===== config.mk =====
export PLATFORM = sky130hd
export DESIGN_NAME = integer_to_ascii_radix_core
export DESIGN_NICKNAME = d
export VERILOG_FILES = /design/src/sv/itoa_pkg.sv /design/src/sv/integer_to_ascii_radix_core.sv /design/src/sv/itoa_bcd_unit.sv
export SDC_FILE = /design/constraint.sdc
export NUM_CORES = 1
export LEC_CHECK = 0
export BUFFER_PORTS_ARGS = -buffer_cell sky130_fd_sc_hd__buf_2
export CORE_MARGIN = 1.5
export CORE_UTILIZATION = 40
export CTS_CLUSTER_DIAMETER = 80
export CTS_CLUSTER_SIZE = 30
export DETAILED_ROUTE_END_ITERATION = 8
export HOLD_SLACK_MARGIN = 0.1
export PLACE_DENSITY = 0.66
export SETUP_SLACK_MARGIN = 0.5
export SKIP_LAST_GASP = 1
export SLEW_MARGIN = 30
export SYNTH_ARGS = -nofsm -noshare
export SYNTH_HDL_FRONTEND = slang
export SYNTH_SLANG_ARGS = --single-unit

===== constraint.sdc =====
create_clock -name clk -period 9.7 [get_ports clk]
set_input_delay 0.97 -clock clk [delete_from_list [all_inputs] [get_ports clk]]
set_output_delay 0.97 -clock clk [all_outputs]
set_load 0.02 [all_outputs]

===== src/sv/itoa_pkg.sv =====
// ----------------------------------------------------------------------------
// itoa_pkg: shared types and constants for the integer to ASCII converter
// Holds the sequencer states, the input codes, the character constants and
// the status bundle of the iterative BCD unit.
// ----------------------------------------------------------------------------
`default_nettype none

package itoa_pkg;

	// Default operand width cap.
	localparam int MAX_VALUE_BITS_DEF = 64;

	// Width class codes; any other code selects the widest class.
	localparam logic [1:0] WCLASS_16 = 2'd0;
	localparam logic [1:0] WCLASS_32 = 2'd1;

	// Base selector codes; any other code selects hexadecimal.
	localparam logic [1:0] BASE_OCT = 2'd0;
	localparam logic [1:0] BASE_DEC = 2'd1;

	// ASCII constants.
	localparam logic [6:0] CHAR_MINUS = 7'h2D;
	localparam logic [6:0] CHAR_ZERO  = 7'h30;
	localparam logic [6:0] CHAR_NINE  = 7'h39;
	localparam logic [6:0] CHAR_LC_A  = 7'h61;
	localparam logic [6:0] CHAR_LC_F  = 7'h66;

	// Sequencer states.
	typedef enum logic [2:0] {
		ST_IDLE,
		ST_PREP,
		ST_CONV,
		ST_SIGN,
		ST_EMIT
	} state_t;

	// Status of the iterative binary to BCD unit.
	typedef struct packed {
		logic busy;
		logic done;
	} bcd_stat_t;

	// Map one digit value to its lower case ASCII character.
	function automatic logic [6:0] digit_char(input logic [3:0] d);
		logic [6:0] c;
		if (d < 4'd10) begin
			c = CHAR_ZERO + {3'b000, d};
		end else begin
			c = CHAR_LC_A + {3'b000, d - 4'd10};
		end
		return c;
	endfunction

endpackage

`default_nettype wire


===== src/sv/integer_to_ascii_radix_core.sv =====
// ----------------------------------------------------------------------------
// integer_to_ascii_radix_core: integer to ASCII text in base 8, 10 or 16
// Converts one integer word into a stream of character words, most
// significant first, with the final character marked by last.
// ----------------------------------------------------------------------------
// Usage:
// The input channel (in_valid/in_ready) takes one word: value, width_class,
// signed_mode and base_select. The output channel (out_valid/out_ready) sends
// one character word per cycle while out_ready is high, once leading zeros are
// skipped: an optional '-', then the digits without leading zeros, lower case
// hex; zero gives a single '0'. last marks the final character of each number.
// in_ready is high only while the block is idle; one word is converted at a
// time. After acceptance ST_PREP sets the scan position and, for octal and
// hex, fills the digit buffer; decimal fills it from the shift-and-add-3 BCD
// unit, one operand bit per cycle. Emission then scans from the top digit slot
// of the chosen base, skipping leading zeros one slot at a time, and sends the
// characters.
// When the receiver stalls, the current character holds and the block waits.
// Reset returns the sequencer to idle; no stored data needs clearing.
// ----------------------------------------------------------------------------
`default_nettype none

module integer_to_ascii_radix_core
	import itoa_pkg::*;
#(
	parameter int MAX_VALUE_BITS = MAX_VALUE_BITS_DEF
) (
	input  wire logic        clk,
	input  wire logic        arst_n,
	input  wire logic        in_valid,
	output      logic        in_ready,
	input  wire logic [63:0] value,
	input  wire logic [1:0]  width_class,
	input  wire logic        signed_mode,
	input  wire logic [1:0]  base_select,
	output      logic        out_valid,
	input  wire logic        out_ready,
	output      logic [6:0]  ascii_char,
	output      logic        last
);

	localparam int MAXB     = MAX_VALUE_BITS;
	localparam int W32      = (MAXB < 32) ? MAXB : 32;
	localparam int NDIG_OCT = (MAXB + 2) / 3;
	localparam int NDIG_HEX = (MAXB + 3) / 4;
	localparam int NDIG_DEC = ((MAXB * 1233) >> 12) + 1;
	localparam int NDIG     = NDIG_OCT;
	localparam int IDX_W    = $clog2(NDIG);
	localparam int PADW     = (NDIG_OCT * 3 > NDIG_HEX * 4) ? NDIG_OCT * 3 : NDIG_HEX * 4;

	state_t state_q, state_d;

	logic [MAXB-1:0]       mask;
	logic [MAXB-1:0]       bits;
	logic                  sign_bit;
	logic                  neg;
	logic [MAXB-1:0]       mag;
	logic [MAXB-1:0]       mag_q;
	logic                  neg_q;
	logic [1:0]            base_q;
	logic [3:0]            dig_q [NDIG];
	logic [IDX_W-1:0]      idx_q;
	logic                  seen_q;
	logic [PADW-1:0]       mag_pad;
	logic [3:0]            cur;
	logic                  skip;
	logic                  bcd_start;
	bcd_stat_t             bcd_stat;
	logic [NDIG_DEC*4-1:0] bcd;

	// Width selection, sign detection and exact magnitude.
	always_comb begin
		case (width_class)
			WCLASS_16: begin
				mask     = MAXB'(16'hFFFF);
				sign_bit = value[15];
			end
			WCLASS_32: begin
				mask     = MAXB'({W32{1'b1}});
				sign_bit = value[W32-1];
			end
			default: begin
				mask     = '1;
				sign_bit = value[MAXB-1];
			end
		endcase
		bits = value[MAXB-1:0] & mask;
		neg  = signed_mode & sign_bit;
		mag  = neg ? ((~bits + 1'b1) & mask) : bits;
	end

	assign mag_pad = PADW'(mag_q);

	// The BCD unit is shared by every decimal word.
	itoa_bcd_unit #(
		.BITS   (MAXB),
		.DIGITS (NDIG_DEC)
	) u_bcd (
		.clk    (clk),
		.arst_n (arst_n),
		.start  (bcd_start),
		.bin    (mag_q),
		.stat   (bcd_stat),
		.bcd    (bcd)
	);

	// Digit at the scan position; leading zeros are skipped silently.
	assign cur  = dig_q[idx_q];
	assign skip = (state_q == ST_EMIT) && !seen_q && (cur == 4'd0) && (idx_q != '0);

	// Next state.
	always_comb begin
		state_d = state_q;
		unique case (state_q)
			ST_IDLE: begin
				if (in_valid) begin
					state_d = ST_PREP;
				end
			end
			ST_PREP: begin
				if (base_q == BASE_DEC) begin
					state_d = ST_CONV;
				end else begin
					state_d = neg_q ? ST_SIGN : ST_EMIT;
				end
			end
			ST_CONV: begin
				if (bcd_stat.done) begin
					state_d = neg_q ? ST_SIGN : ST_EMIT;
				end
			end
			ST_SIGN: begin
				if (out_ready) begin
					state_d = ST_EMIT;
				end
			end
			ST_EMIT: begin
				if (!skip && out_ready && (idx_q == '0)) begin
					state_d = ST_IDLE;
				end
			end
			default: begin
				state_d = ST_IDLE;
			end
		endcase
	end

	// Handshake and character outputs.
	always_comb begin
		in_ready   = (state_q == ST_IDLE);
		out_valid  = (state_q == ST_SIGN) || ((state_q == ST_EMIT) && !skip);
		last       = (state_q == ST_EMIT) && (idx_q == '0);
		ascii_char = (state_q == ST_SIGN) ? CHAR_MINUS : digit_char(cur);
		bcd_start  = (state_q == ST_PREP) && (base_q == BASE_DEC);
	end

	// Sequencer state register.
	always_ff @(posedge clk or negedge arst_n) begin
		if (!arst_n) begin
			state_q <= ST_IDLE;
		end else begin
			state_q <= state_d;
		end
	end

	// Word capture, digit buffer fill and scan position.
	always_ff @(posedge clk) begin
		if (in_valid && in_ready) begin
			mag_q  <= mag;
			neg_q  <= neg;
			base_q <= base_select;
		end
		if (state_q == ST_PREP) begin
			seen_q <= 1'b0;
			if (base_q == BASE_OCT) begin
				idx_q <= IDX_W'(NDIG_OCT - 1);
				for (int i = 0; i < NDIG; i++) begin
					dig_q[i] <= {1'b0, mag_pad[3*i +: 3]};
				end
			end else if (base_q == BASE_DEC) begin
				idx_q <= IDX_W'(NDIG_DEC - 1);
			end else begin
				idx_q <= IDX_W'(NDIG_HEX - 1);
				for (int i = 0; i < NDIG_HEX; i++) begin
					dig_q[i] <= mag_pad[4*i +: 4];
				end
				for (int i = NDIG_HEX; i < NDIG; i++) begin
					dig_q[i] <= 4'd0;
				end
			end
		end
		if ((state_q == ST_CONV) && bcd_stat.done) begin
			for (int i = 0; i < NDIG_DEC; i++) begin
				dig_q[i] <= bcd[4*i +: 4];
			end
			for (int i = NDIG_DEC; i < NDIG; i++) begin
				dig_q[i] <= 4'd0;
			end
		end
		if (state_q == ST_EMIT) begin
			if (skip) begin
				idx_q <= idx_q - 1'b1;
			end else if (out_ready) begin
				seen_q <= 1'b1;
				if (idx_q != '0) begin
					idx_q <= idx_q - 1'b1;
				end
			end
		end
	end

endmodule

`default_nettype wire


===== src/sv/itoa_bcd_unit.sv =====
// ----------------------------------------------------------------------------
// itoa_bcd_unit: iterative binary to BCD converter
// Shift-and-add-3 conversion, one operand bit per cycle. All BCD digits are
// adjusted in parallel each cycle, then the whole register shifts left.
// ----------------------------------------------------------------------------
`default_nettype none

module itoa_bcd_unit
	import itoa_pkg::*;
#(
	parameter int BITS   = MAX_VALUE_BITS_DEF,
	parameter int DIGITS = ((BITS * 1233) >> 12) + 1
) (
	input  wire logic                  clk,
	input  wire logic                  arst_n,
	input  wire logic                  start,
	input  wire logic [BITS-1:0]       bin,
	output      bcd_stat_t             stat,
	output      logic [DIGITS*4-1:0]   bcd
);

	localparam int CNT_W = $clog2(BITS + 1);

	logic [BITS-1:0]     bin_q;
	logic [DIGITS*4-1:0] bcd_q;
	logic [DIGITS*4-1:0] adj;
	logic [CNT_W-1:0]    cnt_q;
	logic                busy_q;
	logic                done_q;

	// Add 3 to every digit that is 5 or more before the shift.
	always_comb begin
		for (int i = 0; i < DIGITS; i++) begin
			if (bcd_q[4*i +: 4] >= 4'd5) begin
				adj[4*i +: 4] = bcd_q[4*i +: 4] + 4'd3;
			end else begin
				adj[4*i +: 4] = bcd_q[4*i +: 4];
			end
		end
	end

	// Control: bit counter, busy and a one-cycle done pulse.
	always_ff @(posedge clk or negedge arst_n) begin
		if (!arst_n) begin
			cnt_q  <= '0;
			busy_q <= 1'b0;
			done_q <= 1'b0;
		end else begin
			done_q <= !start && busy_q && (cnt_q == CNT_W'(1));
			if (start) begin
				cnt_q  <= CNT_W'(BITS);
				busy_q <= 1'b1;
			end else if (busy_q) begin
				cnt_q <= cnt_q - 1'b1;
				if (cnt_q == CNT_W'(1)) begin
					busy_q <= 1'b0;
				end
			end
		end
	end

	// Operand and BCD shift registers.
	always_ff @(posedge clk) begin
		if (start) begin
			bin_q <= bin;
			bcd_q <= '0;
		end else if (busy_q) begin
			bin_q <= bin_q << 1;
			bcd_q <= {adj[DIGITS*4-2:0], bin_q[BITS-1]};
		end
	end

	assign stat.busy = busy_q;
	assign stat.done = done_q;
	assign bcd       = bcd_q;

endmodule

`default_nettype wire


==> impl_results.md <==
* Setup WS pre-CTS at 5.14 ns
* Maximum VDD drop at 0.191 mV
* RSZ-0062 raised after global routing: no
* Avg Cell Area, Syn at 10.5 sq um
* Tmin final at 4.86 ns
* Post-CTS Setup Inserts at 0
* Synth Register Bits at 313
* DRT antenna net count at 0
* CTS root buf: clkbuf_16
* Area leader, netlist: edfxtp_1
* Vias in the first global route at 11200
* Clock Skew at 0.0389 ns
* 1st-iter DRT viols at 998
* Hpwl dp at 28.1 mm
* Cells on worst reg2reg path at 9
* Worst Hold Slack at 0.322 ns
* Setup violators final at 0
* DR DRC count at 0
* H-tree depth at 1
* Startpoint Class: register
* Die Area at 43300 sq um
* Global-route wire length before repair at 61.4 mm
* Most common cell after layout, fill and taps aside: edfxtp_1
* Status: finished, final reports clean
* Clk buf depth at 3
* Top cells by area, synth: edfxtp_1, dfxtp_1, mux2i_1, mux2_2, o21ai_0
* Worst Setup Path Type: register to primary output
* WP data required at 8.73 ns
* Syn Inst Count at 1599
* Netlist cell types at 67
* Final Hold Viols at 0
* CP Data Arrival Time at 3.89 ns
* CP Cell Sequence: mux4_2, mux4_2, mux2_2, inv_1, ha_1, nor3b_1, nand4_1, nor3_1, o21ai_0, buf_2
* Max Cap Viol at 0
* Clk Latency, worst-skew pair at 0.54 ns
* WL per Instance at 17.9 um
* Port bufs at 81
* Crit path capture type: primary output
* Via count at 12000
* Sequential share of the synthesized area at 50.4%
* Die width at 208 um
* Die H at 208 um
* R2r setup slk at 6.05 ns
* Cts repair resizes at 0
* Cts bufs inserted at 16
* Post-synth ARST share at 3.83%
* Cell repeated most along the worst path: mux4_2
* Tightest Hold Check Type: input pin to asynchronous set/reset pin
* Area share of the largest cell type after synthesis at 38.4%
* Max Clock Freq at 206 MHz
* Top FF cell, synth: edfxtp_1
* Post-synth EDFFs at 215
* Layout cells sized above 1 at 13.4%
* Slew HR at 35.7%
* Largest net degree at the start of global routing at 105
* Row Count at 74
* Power Density at 301 nW/um^2
* Slowest stage cell on the critical path: dfxtp_1
* WP buf/inv at 2
* Final worst setup slack at 4.84 ns
* Initial Utilization at 40.8%
* Drt first pass iters at 5
* Leakage at 0.00711 uW
* Mapped cell area at 16800 sq um
* Setup TNS at 0 ns
* Clk sink count at 313
* Core ar. at 41200 sq um
* Crit-path leading delay family: multiplexers
* Area grow syn2layout at 8.43%
* # hold bufs at CTS at 0
* Overflow after GRT at 0
* Ys Warns at 0
* All-Layer GR Usage at 17.6%
* Slowest stage delay, CP at 0.91 ns
* Final core occ at 44.3%
* Worst-path maximum fanout at 19
* CTS tree: yes
* Reg-to-Reg Start: idx_q[1]
* Leading cell types in the layout, fill and taps excluded: edfxtp_1, nor2_1, o21ai_0
* Worst slew pin tran at 0.953 ns
* Initial antenna violation count at 1
* Io pins at 83
* Clock transition at path regs at 0.10 ns
* Synthesized Nets at 1719
* Placer's final routability congestion estimate at 0.910
* Reg2reg end: idx_q[2]
* Post-Route WL at 38.9 mm
* Final #Nets at 1746
* Tcrit/Tclk final at 50.1%
* Fin. max-slew vios at 0
* Vias per cell at 5.53
## synth_stat cells (7+ instances only)
master    instances
mux4_2           12
xor2_1           16
nand3_1          34
buf_1             8
clkbuf_1         71
edfxtp_1        215
a211oi_1         25
mux2_2           67
nand4_1           7
nor3_1           21
nand2b_1         31
a22o_1           19
nor2b_1          10
inv_1            61
and2_1           17
xnor2_1          57
nand2_1         134
o31ai_1           8
a31oi_1          20
and3_1           11
ha_1             47
nor4_1           15
mux2i_1         114
o21ai_0         139
nor3b_1          25
or3_1            11
dfrtp_1          12
a21oi_1          93
nor2_1          143
dfxtp_1          86
o21a_1            8
## per-stage QoR
step | total power, uW | cell area, sq um | std cells
finish | 5490 | 18200 | 2169
global route | 5890 | 18200 | 2169
CTS | 5510 | 18200 | 2168
detailed placement | 4700 | 17700 | 2140
global placement | 4590 | 17700 | 2140
floorplan | 4130 | 16800 | 1599
## worst max-delay path by stage
stage          cells after the start  slack, ns          end       start
5_1_grt                           10       4.65    out_valid    idx_q[1]
6_report                          10       4.84    out_valid    idx_q[1]
3_5_place_dp                      10       5.14    out_valid    idx_q[0]
4_1_cts                           10       4.55    out_valid    idx_q[0]
2_1_floorplan                      3       2.48  dig_q[0][0]  state_q[0]
3_3_place_gp                      10       5.22    out_valid    idx_q[0]
## layout make-up
type	instances	area, sq um
Sequential cell	313	8490
Fill cell	3844	23000
Clock inverter	10	131
Antenna cell	1	2.50
Tap cell	532	666
Multi-Input combinational cell	1140	7800
Inverter	61	229
Clock buffer	18	408
Timing Repair Buffer	94	510
## sequential cells by signal (all words and copies together), names as in the netlist
signal        cells
u_bcd.bin_q      64
state_q           3
seen_q            1
dig_q            84
mag_q            64
base_q            2
u_bcd.bcd        80
u_bcd.cnt_q       7
u_bcd.busy_q      1
u_bcd.done_q      1
neg_q             1
idx_q             5
## per-layer routing
metal | routed length [um] | vias to the layer above | global-route usage, %
met5 | 0 | - | 0
met4 | 864 | 0 | 4.20
met3 | 2190 | 46 | 1.95
met2 | 17100 | 336 | 27.2
met1 | 18700 | 5756 | 26.3
li1 | - | 5853 | -
## where the power goes
group          internal (uW)  switching, uW  leakage, uW  total (uW)
sequential              2090            487      0.00293        2580
clock                    372            442     0.000264         814
combinational            968           1130      0.00391        2090
total                   3430           2060      0.00711        5490
## kinds of logic (layout without fill, tap and decap cells)
group / count (synthesis) / count (layout) / synth area share, %
muxes: 193 / 193 / 12.9
and+or+nand+nor: 477 / 477 / 13.7
other: 1 / 2 / 0.0223
adders and majority gates: 47 / 47 / 3.50
xor gates and xnor gates: 73 / 73 / 3.80
buffers and inverters: 146 / 183 / 3.37
DFF: 313 / 313 / 50.4
AOI/OAI and AO/OA: 349 / 349 / 12.3
## worst register-to-register path, cell delays in order (launching register included)
cell and delay, ns:
dfxtp_1 0.91, mux4_2 0.42, mux4_2 0.49, mux2_2 0.34, inv_1 0.08, ha_1 0.13
nor3b_1 0.20, nand4_1 0.22, or3_1 0.47, mux2_2 0.30
Power figures use the tool's default switching activity.
